--- config.mk ---
export PLATFORM = sky130hd
export DESIGN_NAME = window_rise_detector_hold_flat
export DESIGN_NICKNAME = d
export VERILOG_FILES = /design/src/wrdh_pkg.sv /design/src/wrdh_ifs.sv /design/src/window_rise_detector_hold.sv /design/src/wrdh_cell.sv /design/src/wrdh_chain.sv /design/src/wrdh_hold.sv /design/src/flat_wrapper.sv
export SDC_FILE = /design/constraint.sdc
export NUM_CORES = 1
export LEC_CHECK = 0
export BUFFER_PORTS_ARGS = -buffer_cell sky130_fd_sc_hd__buf_2
export CAP_MARGIN = 30
export CORE_ASPECT_RATIO = 0.7
export CORE_UTILIZATION = 45
export DETAILED_ROUTE_END_ITERATION = 6
export GPL_TIMING_DRIVEN = 0
export PLACE_DENSITY = 0.75
export SLEW_MARGIN = 20
export SYNTH_ARGS = -nofsm -noshare
export SYNTH_HDL_FRONTEND = slang
export SYNTH_HIERARCHICAL = 1
export SYNTH_SLANG_ARGS = --single-unit
export TNS_END_PERCENT = 30
--- constraint.sdc ---
create_clock -name clock -period 11.93 [get_ports clock]
set_input_delay 1.7895 -clock clock [delete_from_list [all_inputs] [get_ports clock]]
set_output_delay 1.7895 -clock clock [all_outputs]
set_load 0.01 [all_outputs]
--- src/wrdh_pkg.sv ---
// ---------------------------------------------------------------------------
// wrdh_pkg: shared types and constants of the window rise detector
// Sample and register types, control bundles and register indexes.
// ---------------------------------------------------------------------------
`default_nettype none

package wrdh_pkg;

   // payload widths fixed by the sensor and register formats
   localparam int SAMPLE_W    = 8;
   localparam int THRESH_W    = 8;
   localparam int DURATION_W  = 16;
   localparam int FILL_OUT_W  = 5;
   localparam int CSR_INDEX_W = 8;
   localparam int CSR_DATA_W  = 16;

   typedef logic [SAMPLE_W-1:0]    sample_type;
   typedef logic [THRESH_W-1:0]    thresh_type;
   typedef logic [DURATION_W-1:0]  duration_type;
   typedef logic [FILL_OUT_W-1:0]  fill_out_type;
   typedef logic [CSR_INDEX_W-1:0] csr_index_type;
   typedef logic [CSR_DATA_W-1:0]  csr_data_type;

   // register indexes
   localparam csr_index_type CSR_RISE_THRESHOLD = 8'd0;
   localparam csr_index_type CSR_MAX_DURATION   = 8'd1;

   // register reset values
   localparam thresh_type   THRESH_RESET   = 8'd0;
   localparam duration_type DURATION_RESET = 16'd16;

   // extreme sample values that seed the min/max scan
   localparam sample_type SAMPLE_MIN = 8'd0;
   localparam sample_type SAMPLE_MAX = 8'd255;

   // control of the sample chain
   typedef struct packed {
      logic step;    // every cell takes its neighbor's value
      logic insert;  // head cell takes the new sample instead of the tail
   } chain_ctl_type;

   // hold unit outcome for the current request
   typedef struct packed {
      logic         fan_on;
      duration_type hold_count;
   } hold_status_type;

endpackage

`default_nettype wire

--- src/wrdh_ifs.sv ---
// ---------------------------------------------------------------------------
// wrdh channel interfaces
// Valid/ready channels for requests, results and register writes.
// ---------------------------------------------------------------------------
`default_nettype none

interface wrdh_req_if;
   logic                valid;
   logic                ready;
   wrdh_pkg::sample_type sample;

   modport source (output valid, output sample, input ready);
   modport sink   (input valid, input sample, output ready);
endinterface

interface wrdh_rsp_if;
   logic                   valid;
   logic                   ready;
   logic                   fan_on;
   wrdh_pkg::duration_type hold_count;
   wrdh_pkg::sample_type   window_max;
   wrdh_pkg::sample_type   window_min;
   logic                   rising;
   wrdh_pkg::fill_out_type fill_level;

   modport source (output valid, output fan_on, output hold_count, output window_max,
                   output window_min, output rising, output fill_level, input ready);
   modport sink   (input valid, input fan_on, input hold_count, input window_max,
                   input window_min, input rising, input fill_level, output ready);
endinterface

interface wrdh_csr_if;
   logic                    valid;
   logic                    ready;
   wrdh_pkg::csr_index_type index;
   wrdh_pkg::csr_data_type  data;

   modport source (output valid, output index, output data, input ready);
   modport sink   (input valid, input index, input data, output ready);
endinterface

`default_nettype wire

--- src/window_rise_detector_hold.sv ---
// No new request is taken until the previous one is committed; the min/max scan rotates
//    the cell chain once, one cell per cycle.
// A new request is taken while the previous result waits in the output register.
// Reset (synchronous): window empty, output off, hold count 0,
//    rise_threshold 0, max_duration 16. Window cells are not cleared.
// ---------------------------------------------------------------------------
// window_rise_detector_hold: sliding-window rise detector with output hold
// Keeps the newest samples in a row of cells, scans min/max, and holds the
// output on for a programmable number of samples after a trigger.
// ---------------------------------------------------------------------------
`default_nettype none

module window_rise_detector_hold #(
   parameter int WINDOW_DEPTH = 16
) (
   input  wire logic   clock,
   input  wire logic   reset,
   wrdh_req_if.sink    req_chan,
   wrdh_rsp_if.source  rsp_chan,
   wrdh_csr_if.sink    csr_chan
);

   localparam int FillW = $clog2(WINDOW_DEPTH + 1);
   localparam int ScanW = $clog2(WINDOW_DEPTH);

   localparam logic [1:0] ST_IDLE = 2'd0;
   localparam logic [1:0] ST_SCAN = 2'd1;
   localparam logic [1:0] ST_DONE = 2'd2;

   logic [1:0]               state_ff;
   logic [1:0]               state_in;
   logic [FillW-1:0]         fill_ff;
   logic [FillW-1:0]         fill_in;
   logic [ScanW-1:0]         scan_ff;
   logic [ScanW-1:0]         scan_in;
   wrdh_pkg::sample_type     max_ff;
   wrdh_pkg::sample_type     max_in;
   wrdh_pkg::sample_type     min_ff;
   wrdh_pkg::sample_type     min_in;
   logic                     rise_ff;
   logic                     rise_in;
   wrdh_pkg::thresh_type     thresh_ff;
   wrdh_pkg::duration_type   dur_ff;
   logic                     rsp_valid_ff;
   logic                     out_fan_ff;
   wrdh_pkg::duration_type   out_hold_ff;
   wrdh_pkg::sample_type     out_max_ff;
   wrdh_pkg::sample_type     out_min_ff;
   logic                     out_rise_ff;
   wrdh_pkg::fill_out_type   out_fill_ff;

   logic                     req_fire;
   logic                     commit;
   logic                     in_window;
   logic [FillW:0]           scan_pos;
   logic [FillW+4:0]         fill_wide;
   wrdh_pkg::chain_ctl_type  chain_ctl;
   wrdh_pkg::sample_type     head;
   wrdh_pkg::sample_type     tail;
   wrdh_pkg::hold_status_type hold_status;

   assign req_fire       = req_chan.valid && req_chan.ready;
   assign req_chan.ready = (state_ff == ST_IDLE);
   assign csr_chan.ready = 1'b1;
   assign commit         = (state_ff == ST_DONE) && (!rsp_valid_ff || rsp_chan.ready);

   // chain steps on insert and on every scan cycle
   assign chain_ctl.insert = req_fire;
   assign chain_ctl.step   = req_fire || (state_ff == ST_SCAN);

   wrdh_chain #(
      .Depth (WINDOW_DEPTH)
   ) u_chain (
      .clock  (clock),
      .ctl    (chain_ctl),
      .sample (req_chan.sample),
      .head   (head),
      .tail   (tail)
   );

   wrdh_hold u_hold (
      .clock      (clock),
      .reset      (reset),
      .commit     (commit),
      .window_max (max_ff),
      .window_min (min_ff),
      .rising     (rise_ff),
      .threshold  (thresh_ff),
      .duration   (dur_ff),
      .status     (hold_status)
   );

   // tail cell holds a valid sample once the scan reaches the filled part
   assign scan_pos  = (FillW+1)'(scan_ff) + (FillW+1)'(fill_ff);
   assign in_window = (scan_pos >= (FillW+1)'(WINDOW_DEPTH));

   // sequencer: insert, rotate the ring once, then hand off the result
   always_comb begin
      state_in = state_ff;
      fill_in  = fill_ff;
      scan_in  = scan_ff;
      max_in   = max_ff;
      min_in   = min_ff;
      rise_in  = rise_ff;
      unique case (state_ff)
         ST_IDLE: begin
            if (req_fire) begin
               if (fill_ff != FillW'(WINDOW_DEPTH)) begin
                  fill_in = fill_ff + 1'b1;
               end
               rise_in  = (fill_ff != '0) && (req_chan.sample > head);
               scan_in  = '0;
               max_in   = wrdh_pkg::SAMPLE_MIN;
               min_in   = wrdh_pkg::SAMPLE_MAX;
               state_in = ST_SCAN;
            end
         end
         ST_SCAN: begin
            if (in_window) begin
               if (tail > max_ff) begin
                  max_in = tail;
               end
               if (tail < min_ff) begin
                  min_in = tail;
               end
            end
            scan_in = scan_ff + 1'b1;
            if (scan_ff == ScanW'(WINDOW_DEPTH - 1)) begin
               state_in = ST_DONE;
            end
         end
         ST_DONE: begin
            if (commit) begin
               state_in = ST_IDLE;
            end
         end
         default: begin
            state_in = ST_IDLE;
         end
      endcase
   end

   // control registers
   always_ff @(posedge clock) begin
      if (reset) begin
         state_ff <= ST_IDLE;
         fill_ff  <= '0;
      end else begin
         state_ff <= state_in;
         fill_ff  <= fill_in;
      end
   end

   // scan datapath
   always_ff @(posedge clock) begin
      scan_ff <= scan_in;
      max_ff  <= max_in;
      min_ff  <= min_in;
      rise_ff <= rise_in;
   end

   // configuration registers, unknown indexes ignored
   always_ff @(posedge clock) begin
      if (reset) begin
         thresh_ff <= wrdh_pkg::THRESH_RESET;
         dur_ff    <= wrdh_pkg::DURATION_RESET;
      end else if (csr_chan.valid && csr_chan.ready) begin
         unique case (csr_chan.index)
            wrdh_pkg::CSR_RISE_THRESHOLD: thresh_ff <= csr_chan.data[wrdh_pkg::THRESH_W-1:0];
            wrdh_pkg::CSR_MAX_DURATION:   dur_ff    <= csr_chan.data;
            default: ;
         endcase
      end
   end

   // output register
   assign fill_wide = {5'd0, fill_ff};

   always_ff @(posedge clock) begin
      if (reset) begin
         rsp_valid_ff <= 1'b0;
      end else if (commit) begin
         rsp_valid_ff <= 1'b1;
      end else if (rsp_chan.ready) begin
         rsp_valid_ff <= 1'b0;
      end
   end

   always_ff @(posedge clock) begin
      if (commit) begin
         out_fan_ff  <= hold_status.fan_on;
         out_hold_ff <= hold_status.hold_count;
         out_max_ff  <= max_ff;
         out_min_ff  <= min_ff;
         out_rise_ff <= rise_ff;
         out_fill_ff <= fill_wide[wrdh_pkg::FILL_OUT_W-1:0];
      end
   end

   assign rsp_chan.valid      = rsp_valid_ff;
   assign rsp_chan.fan_on     = out_fan_ff;
   assign rsp_chan.hold_count = out_hold_ff;
   assign rsp_chan.window_max = out_max_ff;
   assign rsp_chan.window_min = out_min_ff;
   assign rsp_chan.rising     = out_rise_ff;
   assign rsp_chan.fill_level = out_fill_ff;

   // a request always enters the scan
   a_accept_scan: assert property (@(posedge clock) disable iff (reset)
      req_fire |=> (state_ff == ST_SCAN))
      else $error("request accepted but scan not started");

   // the window is never empty while a request is in flight
   a_fill_busy: assert property (@(posedge clock) disable iff (reset)
      (state_ff != ST_IDLE) |-> (fill_ff != '0))
      else $error("request in flight with empty window");

   // fill count never passes the window depth
   a_fill_bound: assert property (@(posedge clock) disable iff (reset)
      fill_ff <= FillW'(WINDOW_DEPTH))
      else $error("fill count beyond window depth");

   // an active output always carries a nonzero hold count
   a_fan_count: assert property (@(posedge clock) disable iff (reset)
      (rsp_valid_ff && out_fan_ff) |-> (out_hold_ff != '0))
      else $error("output on with zero hold count");

endmodule

`default_nettype wire

--- src/wrdh_cell.sv ---
// ---------------------------------------------------------------------------
// wrdh_cell: one window cell
// Holds one sample and takes its neighbor's sample when the chain steps.
// ---------------------------------------------------------------------------
`default_nettype none

module wrdh_cell (
   input  wire logic                 clock,
   input  wire logic                 step,
   input  wire wrdh_pkg::sample_type data_in,
   output wrdh_pkg::sample_type      data_out
);

   wrdh_pkg::sample_type data_ff;

   // sample storage, no reset: entries are qualified by the fill count
   always_ff @(posedge clock) begin
      if (step) begin
         data_ff <= data_in;
      end
   end

   assign data_out = data_ff;

endmodule

`default_nettype wire

--- src/wrdh_chain.sv ---
// ---------------------------------------------------------------------------
// wrdh_chain: row of window cells
// Newest sample at the head; on a scan step the tail wraps to the head.
// ---------------------------------------------------------------------------
`default_nettype none

module wrdh_chain #(
   parameter int Depth = 16
) (
   input  wire logic                    clock,
   input  wire wrdh_pkg::chain_ctl_type ctl,
   input  wire wrdh_pkg::sample_type    sample,
   output wrdh_pkg::sample_type         head,
   output wrdh_pkg::sample_type         tail
);

   wrdh_pkg::sample_type link [Depth+1];

   // head input: new sample on insert, otherwise the tail closes the ring
   assign link[0] = ctl.insert ? sample : link[Depth];

   genvar g;
   generate
      for (g = 0; g < Depth; g++) begin : g_cell
         wrdh_cell u_cell (
            .clock    (clock),
            .step     (ctl.step),
            .data_in  (link[g]),
            .data_out (link[g+1])
         );
      end
   endgenerate

   assign head = link[1];
   assign tail = link[Depth];

endmodule

`default_nettype wire

--- src/wrdh_hold.sv ---
// ---------------------------------------------------------------------------
// wrdh_hold: trigger and hold counter
// Decides the output state from the window spread and the rise flag.
// ---------------------------------------------------------------------------
`default_nettype none

module wrdh_hold (
   input  wire logic                   clock,
   input  wire logic                   reset,
   input  wire logic                   commit,
   input  wire wrdh_pkg::sample_type   window_max,
   input  wire wrdh_pkg::sample_type   window_min,
   input  wire logic                   rising,
   input  wire wrdh_pkg::thresh_type   threshold,
   input  wire wrdh_pkg::duration_type duration,
   output wrdh_pkg::hold_status_type   status
);

   logic                   active_ff;
   logic                   active_in;
   wrdh_pkg::duration_type hold_ff;
   wrdh_pkg::duration_type hold_in;
   wrdh_pkg::sample_type   spread;
   logic                   trigger;
   logic                   set_active;
   logic [wrdh_pkg::DURATION_W:0] count_inc;

   // trigger on a wide spread while rising and not yet past the hold
   always_comb begin
      spread     = window_max - window_min;
      trigger    = (spread > threshold) && rising && (hold_ff < duration);
      set_active = active_ff | trigger;
      count_inc  = {1'b0, hold_ff};
      if (set_active || (hold_ff != '0)) begin
         count_inc = {1'b0, hold_ff} + 17'd1;
      end
      active_in = set_active;
      hold_in   = count_inc[wrdh_pkg::DURATION_W-1:0];
      if (count_inc > {1'b0, duration}) begin
         active_in = 1'b0;
         hold_in   = '0;
      end
   end

   // state update once per request
   always_ff @(posedge clock) begin
      if (reset) begin
         active_ff <= 1'b0;
         hold_ff   <= '0;
      end else if (commit) begin
         active_ff <= active_in;
         hold_ff   <= hold_in;
      end
   end

   assign status.fan_on     = active_in;
   assign status.hold_count = hold_in;

endmodule

`default_nettype wire
--- src/flat_wrapper.sv ---
// flat-port wrapper written by rule: the top's interface ports become plain ports
module window_rise_detector_hold_flat 
#(
   parameter int WINDOW_DEPTH = 16
)
  (clock, reset, req_chan_valid, req_chan_sample, req_chan_ready, rsp_chan_valid, rsp_chan_fan_on, rsp_chan_hold_count, rsp_chan_window_max, rsp_chan_window_min, rsp_chan_rising, rsp_chan_fill_level, rsp_chan_ready, csr_chan_valid, csr_chan_index, csr_chan_data, csr_chan_ready);
  wrdh_req_if req_chan_i ();
  wrdh_rsp_if rsp_chan_i ();
  wrdh_csr_if csr_chan_i ();
  input  wire logic clock;
  input  wire logic reset;
  input wire logic [$bits(req_chan_i.valid)-1:0] req_chan_valid;
  input wire logic [$bits(req_chan_i.sample)-1:0] req_chan_sample;
  output wire logic [$bits(req_chan_i.ready)-1:0] req_chan_ready;
  output wire logic [$bits(rsp_chan_i.valid)-1:0] rsp_chan_valid;
  output wire logic [$bits(rsp_chan_i.fan_on)-1:0] rsp_chan_fan_on;
  output wire logic [$bits(rsp_chan_i.hold_count)-1:0] rsp_chan_hold_count;
  output wire logic [$bits(rsp_chan_i.window_max)-1:0] rsp_chan_window_max;
  output wire logic [$bits(rsp_chan_i.window_min)-1:0] rsp_chan_window_min;
  output wire logic [$bits(rsp_chan_i.rising)-1:0] rsp_chan_rising;
  output wire logic [$bits(rsp_chan_i.fill_level)-1:0] rsp_chan_fill_level;
  input wire logic [$bits(rsp_chan_i.ready)-1:0] rsp_chan_ready;
  input wire logic [$bits(csr_chan_i.valid)-1:0] csr_chan_valid;
  input wire logic [$bits(csr_chan_i.index)-1:0] csr_chan_index;
  input wire logic [$bits(csr_chan_i.data)-1:0] csr_chan_data;
  output wire logic [$bits(csr_chan_i.ready)-1:0] csr_chan_ready;
  assign req_chan_i.valid = req_chan_valid;
  assign req_chan_i.sample = req_chan_sample;
  assign req_chan_ready = req_chan_i.ready;
  assign rsp_chan_valid = rsp_chan_i.valid;
  assign rsp_chan_fan_on = rsp_chan_i.fan_on;
  assign rsp_chan_hold_count = rsp_chan_i.hold_count;
  assign rsp_chan_window_max = rsp_chan_i.window_max;
  assign rsp_chan_window_min = rsp_chan_i.window_min;
  assign rsp_chan_rising = rsp_chan_i.rising;
  assign rsp_chan_fill_level = rsp_chan_i.fill_level;
  assign rsp_chan_i.ready = rsp_chan_ready;
  assign csr_chan_i.valid = csr_chan_valid;
  assign csr_chan_i.index = csr_chan_index;
  assign csr_chan_i.data = csr_chan_data;
  assign csr_chan_ready = csr_chan_i.ready;
  window_rise_detector_hold #(.WINDOW_DEPTH(WINDOW_DEPTH)) u_core (.clock(clock), .reset(reset), .req_chan(req_chan_i), .rsp_chan(rsp_chan_i), .csr_chan(csr_chan_i));
endmodule
# After elaboration in Yosys (flattened, before gate mapping)

Index checks and enable logic that the tools add are counted.
W data, S select, Z words.

Bits in registers: 237
Output and inout bits: 42

Add/sub/neg operators: 5
Magnitude comparators: 7
Equality and inequality tests: 11
Multiplexer cells: 20
Bitwise logic cells: 1
Reduce and logical (&&, ||, !) cells: 23

Operator list:

| kind                    | count |
|---|---|
| $mux W8                 | 7 |
| $pmux W8 S2             | 2 |
| $gt A8 B8 Y1            | 3 |
| $add A16 B1 Y17 const B | 1 |
| $gt A17 B16 Y1          | 1 |
| $mux W17                | 1 |
| $lt A16 B16 Y1          | 1 |
| $mux W16                | 1 |
| $reduce_bool A16 Y1     | 1 |
| $eq A8 B1 Y1 const B    | 1 |
| $logic_not A8 Y1        | 1 |
| $lt A8 B8 Y1            | 1 |
| $ne A2 B2 Y1 const B    | 4 |
| $pmux W4 S2             | 1 |
| $reduce_and A2 Y1       | 4 |
| $reduce_and A4 Y1       | 2 |
| $sub A8 B8 Y8           | 1 |
| $add A4 B5 Y6           | 1 |
| $ge A6 B5 Y1 const B    | 1 |
| $mux W2                 | 3 |
| $pmux W2 S3             | 1 |
| $reduce_and A3 Y1       | 2 |
| $add A5 B1 Y5 const B   | 1 |
| $logic_and A1 B1 Y1     | 5 |
| other kinds (14)        | 20 |

# Logic depth before layout (Yosys ltp)

Depth after elaboration: 9
Mapped depth: 27
Depth with buffers taken out: 26

# Modules after synthesis

Netlist, hierarchy kept.

By module, submodules not included:

| module                    | instances | cells each | area an instance (um2) | seq. area each (um2) |
|---|---|---|---|---|
| window_rise_detector_hold | 1         | 304        | 3932.5                 | 2442.3 |
| wrdh_cell                 | 16        | 8          | 240.2                  | 240.2 |
| wrdh_hold                 | 1         | 327        | 2486.1                 | 340.3 |
| wrdh_chain                | 1         | 9          | 131.4                  | 0.0 |

# Least setup slack after synthesis

No wires, ideal clock.

Path kind: input port to flip-flop
Start: input port req_chan_valid
End: register u_core.u_chain.g_cell[0].u_cell.data_ff[0] (enable)
Arrival time: 7157 ps
Data required time: 11314 ps
Path slack: 4156 ps
Stages on the path: 2
Buffers on the path: 0
Cells stage by stage: nor2_1 -> nor2_1

RTL lines:

| item                 | RTL line           | source |
|---|---|---|
| start, declared      | flat_wrapper.sv:12 | `input wire logic [$bits(req_chan_i.valid)-1:0] req_chan_valid;` |
| end signal, assigned | wrdh_cell.sv:19    | `data_ff <= data_in;` |
| end, declared        | wrdh_cell.sv:14    | `wrdh_pkg::sample_type data_ff;` |

==> results_dict.tcl <==
set metrics [dict create \
    fin_cells 1206 \
    vias_per_cell 5.226 \
    avgSynthCellArea_um2 13.53 \
    yosysMostFrequentCell "edfxtp_1" \
    grt_pass1_vias 5922 \
    syn_inst 768 \
    peakVddDrop_v 0.0001247 \
    cts_sinks 237 \
    grt_usage_pct 18.40 \
    dp.cells 1163 \
    synth_seq_area_share_pct 63.75 \
    ctsResizeCount 0 \
    rsz0062_at_grt "no" \
    hold_violations 0 \
    dpl.hpwl_um 15440 \
    io_pins 79 \
    fin_total_pwr_mw 1.855 \
    crit_type "register to register" \
    outcome "complete, no violations" \
    clk_latency_ps 510 \
    clock.fmax_mhz 176.0 \
    yosys_warnings 6 \
    cellPowerDensity_mw_per_mm2 154.2 \
    grt_first_pass_wirelength_um 33120 \
    first_pass_iters 6 \
    final-setup-viol-count 0 \
    cts_root_buf "clkbuf_16" \
    fin_crit_ps 5681 \
    grt_antenna_before_repair 2 \
    critPathRequiredTime_ps 12360 \
    synth_top_family_by_area "simple AND/OR/NAND/NOR gates" \
    die_h_um 129.2 \
    synth_xor_xnor_area_share_pct 2.275 \
    place_area_mm2 0.01133 \
    worstPathMaxFanout 10 \
    tritoncts "yes" \
    remaining_drc_errors 0 \
    clk_pin_slew_ps 60 \
    gp_congestion 0.9153 \
    fin_crit_sh_pct 47.62 \
    grt_max_degree 31 \
    synth_area_leaders "edfxtp_1 (54%), dfxtp_1 (9.4%), ha_1 (9.3%)" \
    drt-initial-drc-count 485 \
    die_x_um 183.6 \
    min_path_type "register to register" \
    drt-wirelength-per-cell_um 17.74 \
    vias 6303 \
    synthAdderAreaFrac_pct 9.462 \
    cts_buffers 23 \
    dieArea_mm2 0.02372 \
    async_flop_share_pct 0 \
    synth_area_mm2 0.01039 \
    synth_fp_nets 883 \
    synth_commonest_cells "edfxtp_1 (188), ha_1 (77), inv_1 (68)" \
    post-route-cell-area_mm2 0.01203 \
    drv_slew 0 \
    rows 46 \
    cp.arrival_ps 6110 \
    synthMuxAreaShare_pct 3.563 \
    portBuffers 77 \
    yosys.area.top_type "edfxtp_1" \
    postCtsHoldBufs 0 \
    skew_ps 8.738 \
    drive_above_1_share_pct 16.14 \
    synthToLayoutAreaGrowth_pct 15.71 \
    htreeDepth 1 \
    slew_headroom_pct 36.05 \
    finalNetCount 991 \
    post_cts_buffers 0 \
    synth_edf_count 188 \
    clock_path_buffers 3 \
    synth_seq_cells 237 \
    whs_ps 413.5 \
    initial_utilization_pct 45.83 \
    synthDominantCellAreaShare_pct 54.32 \
    critPathLaunchType "register" \
    yosys.area_share.simple_pct 11.53 \
    drt.antenna.violating_nets 0 \
    tns_ps 0 \
    overflow 0 \
    leakage_nw 4.850 \
    end_kind "register" \
    synth_flop_cell "edfxtp_1" \
    totalWireLength_um 21390 \
    synth_compound_area_share_pct 5.959 \
    core_area_mm2 0.02268 \
    worst_pin_slew_ps 946.9 \
    synth_cell_types 70 \
    drv_cap 0 \
]
## state kept, by name, summed over array words and instances, names as in the netlist, 2 cells and up
name                                   cells
u_core/u_chain/g_cell.u_cell/data_out    128
u_core/scan_ff                             4
u_core/fill_ff                             5
u_core/max_ff                              8
u_core/thresh_ff                           8
u_core/rsp_chan.window_max                 8
u_core/state_ff                            2
u_core/rsp_chan.hold_count                16
u_core/u_hold/hold_ff                     16
u_core/rsp_chan.fill_level                 5
u_core/dur_ff                             16
u_core/min_ff                              8
u_core/rsp_chan.window_min                 8
## critical path, cell delays in order, from the launching register on
cell and delay [ps]:
edfxtp_1 420, inv_1 80, ha_1 150, inv_1 60
fa_1 410, a21oi_1 180, nor2_1 50, nor2_1 160
o21bai_1 90, a21oi_1 170, xnor2_1 140, ha_1 270
a21oi_1 140, a21boi_0 100, o31ai_1 460, o21ai_2 210
mux2i_1 290, inv_1 90, ha_1 290, nand4_1 90
or4_4 550, o21ai_4 100, a211o_1 200, clkbuf_1 360
and3_1 290, nand2_1 70, a21oi_1 160
## report_power, final
| group | switching, mW | internal, mW | total [mW] |
|---|---|---|---|
| Sequential | 0.0315 | 0.966 | 0.997 |
| Combinational | 0.107 | 0.0758 | 0.183 |
| Clock | 0.296 | 0.378 | 0.674 |
## layer usage
layer	wire length, µm	vias up	part of all wire, %	global-route usage (%)
met5	13	-	0.061	0
met4	332	2	1.6	4.608
met3	1690	33	7.9	3.879
met2	8335	217	39	24.58
met1	11020	3013	52	29.73
li1	-	3038	-	-
## metrics by stage
step | setup slack, ps | util, %
after detailed placement | 6389 | 49.97
after global routing | 5697 | 53.01
after floorplan | 4156 | -
after CTS | 6333 | 53.01
final | 6249 | 53.03
after global placement | 2299 | 49.26
## placed cells by master, fill, tap and decap left out, types with 4 or more instances in the layout
master and n:
dfxtp_1 49, nor3_1 4, a31oi_1 5, clkbuf_16 23, clkinv_1 6, xor2_1 8
mux2i_1 25, and4_1 5, nor2b_1 6, clkbuf_1 20, ha_1 77, mux2_4 8
and3_1 13, nand2b_1 22, a21oi_1 35, xnor2_1 19, nand2_1 22, nor4_1 4
nand3_1 21, nor2_1 59, a21o_1 6, buf_2 79, o21ai_0 12, nand4_1 18
edfxtp_1 188, inv_1 68, a211oi_1 5, and2_1 11
## logic make-up (layout without fill, tap and decap cells)
family                   Yosys count  count (layout)
XOR/XNOR                          27              27
flip-flops                       237             237
AND/OR/NAND/NOR                  210             210
multiplexers                      33              33
AO/OA/AOI/OAI                     94              94
adder cells (fa/ha/maj)           78              78
buffers and inverters             88             212
other                              1               3
## worst paths after layout
kind / slack [ps] / startpoint / end / depth (start not counted)
max: 6250 / u_core/max_ff[0] / u_core/u_hold/hold_ff[3] / 26
min: 410 / u_core/u_chain/g_cell[9].u_cell/data_out[1] / u_core/u_chain/g_cell[10].u_cell/data_out[1] / 0
max reg2reg: 6250 / u_core/max_ff[0] / u_core/u_hold/hold_ff[3] / 26
min reg2reg: 410 / u_core/u_chain/g_cell[9].u_cell/data_out[1] / u_core/u_chain/g_cell[10].u_cell/data_out[1] / 0
## final cells by class
type / instances / area (µm²)
antenna: 2 / 5.005
timing repair buffer: 83 / 528.0
tap: 312 / 390.4
buffer: 20 / 100.1
clock buffer: 29 / 598.1
fill: 1918 / 10650
sequential: 237 / 6626
inverter: 68 / 255.2
clock inverter: 12 / 91.34
multi-input combinational: 443 / 3432
Note: power is estimated with default switching activity, not from simulation.
